## src/design/ctd_pkg.sv

```systemverilog
// Package for the context tANS byte decoder.
// Holds table geometry, request codes, table word layout and lane context types.
// No dependencies.
`timescale 1ns / 1ps

package ctd_pkg;

  // Table geometry and lane count
  localparam int unsigned TABLE_LOG = 11;
  localparam int unsigned LANES     = 8;
  localparam int unsigned STATE_W   = TABLE_LOG;
  localparam int unsigned CARRY_W   = 2;
  localparam int unsigned TBL_AW    = CARRY_W + TABLE_LOG;
  localparam int unsigned LANE_W    = (LANES > 1) ? $clog2(LANES) : 1;

  // Field widths of the transfers
  localparam int unsigned TYPE_W  = 2;
  localparam int unsigned LSEL_W  = 3;
  localparam int unsigned BANK_W  = 2;
  localparam int unsigned TIDX_W  = 11;
  localparam int unsigned WORD_W  = 23;
  localparam int unsigned SBITS_W = 11;
  localparam int unsigned BYTE_W  = 8;
  localparam int unsigned NB_W    = 4;

  // Table word layout: symbol, bit count, base
  localparam int unsigned SYM_LSB  = 0;
  localparam int unsigned NB_LSB   = 8;
  localparam int unsigned BASE_LSB = 12;
  localparam int unsigned BASE_W   = WORD_W - BASE_LSB;

  // Request codes
  localparam logic [TYPE_W-1:0] REQ_LOAD   = 2'd0;
  localparam logic [TYPE_W-1:0] REQ_START  = 2'd1;
  localparam logic [TYPE_W-1:0] REQ_DECODE = 2'd2;

  // Carry a started lane gets under the mirror recipe
  localparam logic [CARRY_W-1:0] MIRROR_CARRY = 2'd3;

  // Per-lane decoder context
  typedef struct packed {
    logic [CARRY_W-1:0] carry;
    logic [STATE_W-1:0] state;
  } lane_ctx_t;

  // Lane context write (also used as the forwarding source)
  typedef struct packed {
    logic              en;
    logic [LANE_W-1:0] lane;
    lane_ctx_t         ctx;
  } lane_wr_t;

endpackage

```

## src/design/ctd_lane_file.sv

```systemverilog
// Lane context register file: carry and state for each interleaved lane.
// Depends on ctd_pkg; cleared to zero by reset.
`timescale 1ns / 1ps

module ctd_lane_file import ctd_pkg::*; (
  input  logic              clk,
  input  logic              rst,
  input  logic [LANE_W-1:0] rd_lane,
  output lane_ctx_t         rd_ctx,
  input  lane_wr_t          wr
);

  lane_ctx_t ctx [LANES];

  // Write port
  always_ff @(posedge clk) begin
    if (rst) begin
      for (int i = 0; i < int'(LANES); i++) begin
        ctx[i] <= '0;
      end
    end else if (wr.en) begin
      ctx[wr.lane] <= wr.ctx;
    end
  end

  // Read port
  assign rd_ctx = ctx[rd_lane];

endmodule

```

## config.mk

```make
export PLATFORM = sky130hd
export DESIGN_NAME = ctd_lane_file
export DESIGN_NICKNAME = d
export VERILOG_FILES = /design/src/design/ctd_pkg.sv /design/src/design/ctd_lane_file.sv
export SDC_FILE = /design/constraint.sdc
export NUM_CORES = 1
export LEC_CHECK = 0
export ABC_AREA = 1
export BUFFER_PORTS_ARGS = -buffer_cell sky130_fd_sc_hd__buf_2
export CAP_MARGIN = 15
export CORE_MARGIN = 4
export CORE_UTILIZATION = 35
export CTS_BUF_LIST = sky130_fd_sc_hd__clkbuf_8
export DETAILED_ROUTE_END_ITERATION = 6
export MAX_ROUTING_LAYER = met4
export PLACE_DENSITY = 0.6
export SLEW_MARGIN = 20
export SYNTH_ARGS = -nofsm -noshare
export SYNTH_HDL_FRONTEND = slang
export SYNTH_SLANG_ARGS = --single-unit
```

## constraint.sdc

```tcl
create_clock -name clk -period 1.3 [get_ports clk]
set_input_delay 0.195 -clock clk [delete_from_list [all_inputs] [get_ports clk]]
set_output_delay 0.195 -clock clk [all_outputs]
set_load 0.1 [all_outputs]
```

==> results.json, run 1 <==
{
  "timing.max_slew.rel_slack": 0.725,
  "top_register": "ctx",
  "floorplan.rows": 44,
  "use_met3": 0.0438,
  "synthesis.instances": 603,
  "synth-compound-area-share": 0,
  "final_wl_um": 12400,
  "port_buffers": 34,
  "core_area_um2": 14600,
  "finalSetupViolations": 13,
  "syn-num-nets": 625,
  "synth_edf_count": 104,
  "die-height_um": 130,
  "post_synthesis_async_set_or_reset_flop_share": 0,
  "startpoint_to_endpoint_class_of_the_critical_path": "reg -> out",
  "grt_start_max_net_pins": 53,
  "yosysWarnings": 0,
  "final.setup.worst_slack_ps": -247,
  "routed-via-count": 3945,
  "critical_path.endpoint_type": "output pin",
  "ys_top_cells_by_area": "edfxtp_1 (60%), nand2_1 (13%), inv_1 (8.8%), nor2_1 (7.7%), nand3_1 (5.0%)",
  "ys_seq_area_frac": 0.598,
  "initial_core_utilization": 0.358,
  "synth_fa_ha_area_frac": 0,
  "post_synth_design_cell_area_um2": 5220,
  "grt-busiest-layer": "met2",
  "postRouteAntennaNets": 0,
  "synth_most_common_cell": "nand2_1",
  "clk_path_buf_depth": 2,
  "cts_buffers": 9,
  "hpwl_um": 8760,
  "die_width_um": 130,
  "max_slew.worst_pin.slew_ps": 412,
  "period_share": 1.19,
  "number_of_remaining_drc_errors": 0,
  "registers_with_the_most_flip_flops": "ctx (104)",
  "total_power_w": 0.00739,
  "cts_sinks": 104,
  "gr-total-overflow": 0,
  "fillers": 1432,
  "grt_util_met2": 0.272,
  "clk_root_buffer_cell": "clkbuf_8",
  "htree_num_levels": 3,
  "antenna-diode-count": 0,
  "flow.area_growth_from_synthesis_pct": 23.2,
  "groute.usage.overall": 0.161,
  "tritoncts": "yes",
  "yosys-top-cells-count": "nand2_1 (178), inv_1 (122), nor2_1 (107)",
  "die-area_um2": 16900,
  "hold_path.class": "in -> reg",
  "pre_cts_slack_ps": -88.1,
  "max_freq_mhz": 646,
  "grt_setup_unrepaired": "yes",
  "largest_reg_flops": 104,
  "timing.hold.ws_ps": 257,
  "drtPass1Iterations": 5,
  "initial_antenna_violation_count": 0,
  "post_synth.cell_area_avg_um2": 8.66,
  "ir_drop_uv": 497,
  "gpl.final_weighted_congestion": 0.930,
  "post_layout_nonfiller_instances": 840,
  "synth.ff_latch_count": 104,
  "grt_pass1_wl_um": 20300,
  "place.detailed.instances": 825,
  "synth_xor_area_frac": 0,
  "worst_ep_required_time_ps": 1110,
  "post-route-min-period_ps": 1550,
  "synth_top_cell_area_share": 0.598,
  "detailedRoute.firstIterationViolations": 373,
  "groute.layer.met1.usage": 0.190,
  "post_route_cells_drive_above_1_share": 0.250,
  "timing_max_transition_violations_final": 0,
  "final_net_count": 674,
  "outcome": "finished, violations left",
  "worstPathMaxFanout": 1,
  "total_i_o_pin_count": 35,
  "cap_viol_max_count": 0,
  "finalHoldViolCount": 0,
  "drt-vias-per-instance": 4.70,
  "postSynth.topFlopCell": "edfxtp_1",
  "synth_simple_gate_area_share": 0.271,
  "synth.largest_area_cell": "edfxtp_1",
  "timing.critical_path.from_type": "flop",
  "violations_in_the_final_reports": "setup timing",
  "leakage_nw": 3.06,
  "wire_per_inst_um": 14.7,
  "ys_types": 14,
  "clock_pin_slew_of_the_registers_on_the_worst_case_setup_and_hold_paths_ps": 90,
  "first_global_vias": 4162,
  "power.density_nw_per_um2": 1150,
  "yosys-mux-area-fraction": 0,
  "dominant_combinational_cell_family_by_area_after_synthesis": "simple AND/OR/NAND/NOR gates",
  "critical_path_arrival_ps": 1350,
  "post-cts-setup-buffer-count": 0
}
[worst max-delay path, stage by stage, from the launching register on]
cell      delay, ps
edfxtp_1        370
inv_1            80
nand2_1          70
nand3_1         110
nand2_1          70
nand2_2          80
nand2_4          50
buf_12          160
[cells by family after synthesis]
kind of cell | count (synthesis)
simple gates | 348
buf+inv | 151
flops | 104
[per-stage QoR]
stage | setup TNS (ps) | area, um^2 | utilization
6_report | -2810 | 6430 | 0.441
3_3_place_gp | -712 | 6060 | 0.415
3_5_place_dp | -770 | 6060 | 0.415
5_1_grt | -4090 | 6430 | 0.441
2_1_floorplan | -11940 | 5310 | -
4_1_cts | -3210 | 6340 | 0.435
[cell usage in the layout, fill, tap and decap left out]
master	count
buf_12	24
buf_2	21
buf_4	19
bufinv_16	1
clkbuf_8	9
clkinv_1	3
clkinv_2	2
edfxtp_1	104
inv_1	120
inv_2	5
nand2_1	126
nand2_2	48
nand2_4	13
nand3_1	32
nand3_2	20
nor2_1	107
nor2_4	2
[timing repair]
action / in CTS / in global routing
setup endpoints to repair: 13 / 13
gates resized for setup: 35 / 26
pin swaps: 26 / 23
hold buffers: 0 / 0
[path summary, 6_finish.rpt]
check,start,end,slack (ps),cells past startpoint
max,ctx[4][7]$_SDFFCE_PN0P_,rd_ctx[7],-250,7
min,wr[4],ctx[7][4]$_SDFFCE_PN0P_,260,3
[report_power, final]
| part | total, W | leakage (nW) | internal [W] | switching [W] |
|---|---|---|---|---|
| combinational | 0.00151 | 1.97 | 0.000513 | 0.000999 |
| clock | 0.00193 | 0.0914 | 0.000855 | 0.00108 |
| sequential | 0.00395 | 0.997 | 0.00389 | 0.0000551 |
| total | 0.00739 | 3.06 | 0.00526 | 0.00213 |
[cell type report]
| class | instances | area (um^2) | share of cell area |
|---|---|---|---|
| multi-input cells | 348 | 1700 | 0.265 |
| flip-flops and latches | 104 | 3120 | 0.486 |
| clock inverters | 6 | 51.3 | 0.00798 |
| repair buffers | 64 | 728 | 0.113 |
| clock buffers | 9 | 124 | 0.0193 |
| well taps | 184 | 230 | 0.0358 |
| inverters | 125 | 469 | 0.0730 |
[routing by layer]
metal / share of wire / wire (um)
met5: 0 / 0
met1: 0.43 / 5300
met4: 0.012 / 149
met3: 0.044 / 546
met2: 0.52 / 6370
No activity file was read; power rests on OpenSTA's default activity.
==> run 2: changes to the inputs <==
--- a/config.mk
+++ b/config.mk
@@ -9,11 +9,11 @@
 export BUFFER_PORTS_ARGS = -buffer_cell sky130_fd_sc_hd__buf_2
 export CAP_MARGIN = 15
 export CORE_MARGIN = 4
-export CORE_UTILIZATION = 35
+export CORE_UTILIZATION = 55
 export CTS_BUF_LIST = sky130_fd_sc_hd__clkbuf_8
 export DETAILED_ROUTE_END_ITERATION = 6
 export MAX_ROUTING_LAYER = met4
-export PLACE_DENSITY = 0.6
+export PLACE_DENSITY = 0.83
 export SLEW_MARGIN = 20
 export SYNTH_ARGS = -nofsm -noshare
 export SYNTH_HDL_FRONTEND = slang
==> run 2 against run 1 <==
  * The run still ends with setup timing left
  * Wire length decreased by 6.1%
  * Global-route usage increased by 6.7 points
  * Clock power increased by 9.8%
  * Fmax increased by 0.45%
  * Via count increased by 1.4%
  * Die area decreased by 34%
  * Clock-buffer cell count unchanged
  * Combinational power decreased by 4%
  * Largest cell class unchanged
==> results.json, run 2 (synthesized netlist as in run 1, its figures left out) <==
{
  "outcome": "finished, violations left",
  "violations_in_the_final_reports": "setup timing",
  "power.share.sequential": 0.525,
  "fillers": 678,
  "pre_cts_slack_ps": -81.9,
  "worst_path_most_repeated_cell": "nand2_1",
  "finalHoldViolCount": 0,
  "antenna-diode-count": 0,
  "internal_power_w": 0.00532,
  "critical_path_arrival_ps": 1350,
  "grt_pass1_wl_um": 18900,
  "leakage_nw": 3.03,
  "gpl.final_weighted_congestion": 0.873,
  "first_global_vias": 3969,
  "startpoint_to_endpoint_class_of_the_critical_path": "reg -> out",
  "period_share": 1.18,
  "finalCoreUtilization": 0.678,
  "metal2_wl_um": 6100,
  "die-area_um2": 11100,
  "total_i_o_pin_count": 35,
  "grt_start_max_net_pins": 45,
  "top_register": "ctx",
  "max_freq_mhz": 649,
  "power.density_nw_per_um2": 1200,
  "gr-total-overflow": 0,
  "final_net_count": 671,
  "registers_with_the_most_flip_flops": "ctx (104)",
  "drt-vias-per-instance": 5.11,
  "floorplan.rows": 35,
  "die_width_um": 105,
  "groute.usage.overall": 0.229,
  "timing.max_slew.rel_slack": 0.629,
  "cpMaxStageDelayCell": "edfxtp_1",
  "detailedRoute.firstIterationViolations": 248,
  "power.switching_w": 0.00220,
  "final_wl_um": 11600,
  "power.combinational.fraction": 0.193,
  "routed-via-count": 3999,
  "drtPass1Iterations": 7,
  "grt_setup_unrepaired": "yes",
  "htree_num_levels": 3,
  "port_buffers": 34,
  "post-route-min-period_ps": 1540,
  "tritoncts": "yes",
  "finalSetupViolations": 13,
  "wire_per_inst_um": 14.8,
  "worstPathMaxFanout": 1,
  "timing.critical_path.slowest_cell_delay_ps": 380,
  "hpwl_um": 8150,
  "dr_wl_met3_um": 764,
  "dr.max_layer_used": "met4",
  "post-cts-setup-buffer-count": 0,
  "most_used_cells_in_the_layout_excluding_fill_and_tap_cells": "nand2_1 (146), inv_1 (121), nor2_1 (107), edfxtp_1 (104), nand3_1 (47)",
  "flow.area_growth_from_synthesis_pct": 20.0,
  "worst_ep_required_time_ps": 1110,
  "crit_path_cell_trace": "inv_1, nand2_1, nand3_1, nand2_1, nand2_2, nand2_4, buf_12",
  "number_of_remaining_drc_errors": 0,
  "multi_input_comb_area_um2": 1580,
  "min-delay-start": "wr[11]",
  "cts_sinks": 104,
  "hold_path.class": "in -> reg",
  "critical_path.endpoint_type": "output pin",
  "cap_viol_max_count": 0,
  "initial_antenna_violation_count": 0,
  "cts_buffers": 9,
  "timing_max_transition_violations_final": 0,
  "switching_share": 0.293,
  "drt-met1-wl_um": 4470,
  "post_route_cells_drive_above_1_share": 0.197,
  "largest_reg_flops": 104,
  "clk_path_buf_depth": 2,
  "clock_power_share": 0.282,
  "final.setup.worst_slack_ps": -240,
  "area.sequential_um2": 3120,
  "cp-startpoint": "ctx[1][11]$_SDFFCE_PN0P_",
  "max_slew.worst_pin.slew_ps": 555,
  "die-height_um": 105,
  "clock_pin_slew_of_the_registers_on_the_worst_case_setup_and_hold_paths_ps": 110,
  "initial_core_utilization": 0.565,
  "final_common_cell": "nand2_1",
  "ir_drop_uv": 678,
  "core_area_um2": 9240,
  "postRouteAntennaNets": 0,
  "timing.critical_path.from_type": "flop",
  "clk_root_buffer_cell": "clkbuf_8"
}
==> run 2: timing repair <==
action | 4_1_cts | 5_1_grt
pin swaps | 15 | 12
hold buffers | 0 | 0
endpoints found under the hold margin | 0 | 0
gates resized for setup | 14 | 11
endpoints found under the setup margin | 13 | 13
==> run 2: path summary, 6_finish.rpt <==
check,slack (ps),end,cells past startpoint
max,-240,rd_ctx[11],7
min,250,ctx[2][11]$_SDFFCE_PN0P_,3
==> run 2: final cells by class <==
| class | instances | share of cell area |
|---|---|---|
| clock buffers | 9 | 0.0198 |
| clock inverters | 7 | 0.0142 |
| inverters | 125 | 0.0749 |
| multi-input cells | 348 | 0.252 |
| flip-flops and latches | 104 | 0.499 |
| well taps | 129 | 0.0258 |
| repair buffers | 61 | 0.115 |
==> run 2: critical path, delay by kind of cell, from the launching register on <==
| family | cells | cell delay, ps |
|---|---|---|
| buffers and inverters | 2 | 240 |
| flip-flops | 1 | 380 |
| AND/OR/NAND/NOR | 5 | 350 |
==> run 2: metal layers <==
layer | global-route usage | vias up
met2 | 0.390 | 164
met4 | 0.100 | 0
met5 | - | -
met1 | 0.268 | 1897
li1 | - | 1912
met3 | 0.0367 | 26
==> run 2: power groups by stage <==
| stage | clock network, W | logic (W) | registers, W |
|---|---|---|---|
| after CTS | 0.00214 | 0.00144 | 0.00395 |
| after global routing | 0.00229 | 0.00156 | 0.00396 |
| after floorplan | 0 | 0.000912 | 0.00401 |
| final | 0.00212 | 0.00145 | 0.00395 |
| after global placement | 0 | 0.00139 | 0.00401 |
| after detailed placement | 0 | 0.00142 | 0.00403 |
==> run 2: stage by stage <==
| stage | instance area [um^2] | TNS, ps | power [W] | hold WS (ps) | cells |
|---|---|---|---|---|---|
| after floorplan | 5310 | -11940 | 0.00492 | 483 | 603 |
| after global placement | 5980 | -340 | 0.00540 | 624 | 767 |
| after detailed placement | 5980 | -660 | 0.00544 | 634 | 767 |
| after CTS | 6230 | -3210 | 0.00753 | 235 | 783 |
| after global routing | 6260 | -4210 | 0.00781 | 253 | 783 |
| final | 6260 | -2960 | 0.00752 | 248 | 783 |
==> run 3: changes to the inputs <==
--- a/config.mk
+++ b/config.mk
@@ -13,7 +13,7 @@
 export CTS_BUF_LIST = sky130_fd_sc_hd__clkbuf_8
 export DETAILED_ROUTE_END_ITERATION = 6
 export MAX_ROUTING_LAYER = met4
-export PLACE_DENSITY = 0.83
+export PLACE_DENSITY = 0.81
 export SLEW_MARGIN = 20
 export SYNTH_ARGS = -nofsm -noshare
 export SYNTH_HDL_FRONTEND = slang
==> constraint.sdc (replaced) <==
create_clock -name clk -period 1.7 [get_ports clk]
set_input_delay 0.255 -clock clk [delete_from_list [all_inputs] [get_ports clk]]
set_output_delay 0.255 -clock clk [all_outputs]
set_load 0.1 [all_outputs]
==> run 3 against run 2 <==
  * The flow now finishes without violations
  * Global-route usage up 0.26 points
  * Non-clock buffer count down 2
  * Cell count down 0.26%
  * Core utilization down 3.1 points
  * Worst hold slack better by 75 ps
  * Clock power down 33%
  * Critical endpoint is now rd_ctx[3]
==> results.json, run 3 (synthesized netlist as in run 1, its figures left out) <==
{
  "grt_pass1_wl_um": 19200,
  "first_global_vias": 3900,
  "startpoint_to_endpoint_class_of_the_critical_path": "reg -> out",
  "gr-total-overflow": 0,
  "number_of_remaining_drc_errors": 0,
  "routed-via-count": 3924,
  "cts_sinks": 104,
  "max_freq_mhz": 622,
  "registers_with_the_most_flip_flops": "ctx (104)",
  "area.sequential_um2": 3120,
  "postRouteAntennaNets": 0,
  "clock_power_share": 0.259,
  "tritoncts": "yes",
  "outcome": "completed",
  "timing.hold.ws_ps": 322,
  "timing.critical_path.slowest_cell_delay_ps": 390,
  "initial_core_utilization": 0.565,
  "clk_path_buf_depth": 2,
  "finalSetupViolations": 0,
  "power.switching_w": 0.00162,
  "ctsHoldBuffers": 0,
  "groute.usage.overall": 0.231,
  "die_width_um": 105,
  "cpMaxStageDelayCell": "edfxtp_1",
  "worst_path_most_repeated_cell": "nand2_1",
  "die-height_um": 105,
  "multi_input_comb_area_um2": 1460,
  "grt_start_max_net_pins": 53,
  "flow.area_growth_from_synthesis_pct": 14.5,
  "cp.buffers_inverters": 2,
  "ir_drop_uv": 470,
  "core_area_um2": 9240,
  "cp-startpoint": "ctx[2][3]$_SDFFCE_PN0P_",
  "power.density_nw_per_um2": 912,
  "clock_pin_slew_of_the_registers_on_the_worst_case_setup_and_hold_paths_ps": 100,
  "drt-vias-per-instance": 5.02,
  "finalHoldViolCount": 0,
  "top_register": "ctx",
  "worstPathMaxFanout": 1,
  "grt_setup_unrepaired": "no",
  "cts_buffers": 9,
  "setup_tns_after_final_layout_ps": 0,
  "wire_per_inst_um": 15.0,
  "final_net_count": 669,
  "largest_reg_flops": 104,
  "detailedRoute.firstIterationViolations": 275,
  "worst_ep_required_time_ps": 1440,
  "final_wl_um": 11700,
  "post-route-min-period_ps": 1610,
  "cap_viol_max_count": 0,
  "power.combinational.fraction": 0.188,
  "clk_root_buffer_cell": "clkbuf_8",
  "final_common_cell": "nand2_1",
  "antenna-diode-count": 0,
  "most_used_cells_in_the_layout_excluding_fill_and_tap_cells": "nand2_1 (164), inv_1 (123), nor2_1 (107), edfxtp_1 (104), nand3_1 (49)",
  "period_share": 0.945,
  "leakage_nw": 2.93,
  "internal_power_w": 0.00383,
  "switching_share": 0.297,
  "max_slew.worst_pin.slew_ps": 369,
  "die-area_um2": 11100,
  "timing.critical_path.from_type": "flop",
  "critical_path_arrival_ps": 1350,
  "port_buffers": 34,
  "power.share.sequential": 0.553,
  "critPathTopFamily": "flip-flops",
  "cp.depth": 7,
  "gpl.final_weighted_congestion": 0.842,
  "critical_path.endpoint_type": "output pin",
  "drtPass1Iterations": 4,
  "timing_max_transition_violations_final": 0,
  "crit_path_cell_trace": "inv_1, nand2_1, nand3_1, nand2_1, nand2_1, nand2_2, buf_12",
  "htree_num_levels": 3,
  "total_i_o_pin_count": 35,
  "post_route_cells_drive_above_1_share": 0.160,
  "floorplan.rows": 35,
  "hold_path.class": "in -> reg",
  "timing.max_slew.rel_slack": 0.754,
  "fillers": 758,
  "initial_antenna_violation_count": 0,
  "hpwl_um": 7740,
  "critPathCapture": "rd_ctx[3]"
}
## run 3: worst min path at each step
stage / endpoint / cells after the start / startpoint / slack [ps]
3_3_place_gp: ctx[3][3]$_SDFFCE_PN0P_ / 3 / wr[3] / 690
6_report: ctx[6][10]$_SDFFCE_PN0P_ / 3 / wr[10] / 320
3_5_place_dp: ctx[6][3]$_SDFFCE_PN0P_ / 3 / wr[3] / 700
2_1_floorplan: ctx[0][10]$_SDFFCE_PN0P_ / 2 / wr[10] / 540
5_1_grt: ctx[6][3]$_SDFFCE_PN0P_ / 3 / wr[3] / 320
4_1_cts: ctx[6][3]$_SDFFCE_PN0P_ / 3 / wr[3] / 310
## run 3: cell type report
class                   count  area share
clock buffers               9      0.0207
flip-flops and latches    104       0.522
well taps                 129      0.0270
repair buffers             59      0.0988
clock inverters             7     0.00774
multi-input cells         348       0.245
inverters                 125      0.0785
## run 3: per-layer routing
layer  track usage  share of wire  vias up
met5             -              0        -
met2         0.371           0.47      159
met1         0.293           0.42     1820
li1              -              -     1910
met4        0.0993          0.035        0
met3        0.0367          0.076       35
## run 3: power groups by stage
| stage | Clock (W) | Combinational (W) | Sequential, W |
|---|---|---|---|
| finish | 0.00141 | 0.00103 | 0.00301 |
| global route | 0.00151 | 0.00111 | 0.00303 |
| CTS | 0.00141 | 0.00102 | 0.00302 |
| detailed placement | 0 | 0.00102 | 0.00308 |
| global placement | 0 | 0.00101 | 0.00307 |
| floorplan | 0 | 0.000670 | 0.00306 |
## run 3: worst min-delay path, stage by stage
cell    delay [ps]
buf_2           70
inv_1          120
nor2_1         130
## run 3: what timing repair did
action                                  4_1_cts  5_1_grt
endpoints found under the setup margin        0        3
gates resized for setup                       0        4
buffers inserted                              0        0
## run 3: stage by stage
step	total power (W)	instances	area [um^2]	setup WS [ps]	utilization
5_1_grt	0.00564	781	5980	1.19	0.647
3_5_place_dp	0.00410	765	5790	176	0.627
2_1_floorplan	0.00373	603	5250	214	-
3_3_place_gp	0.00407	765	5790	189	0.627
6_report	0.00545	781	5980	92.8	0.647
4_1_cts	0.00545	781	5960	59.4	0.645
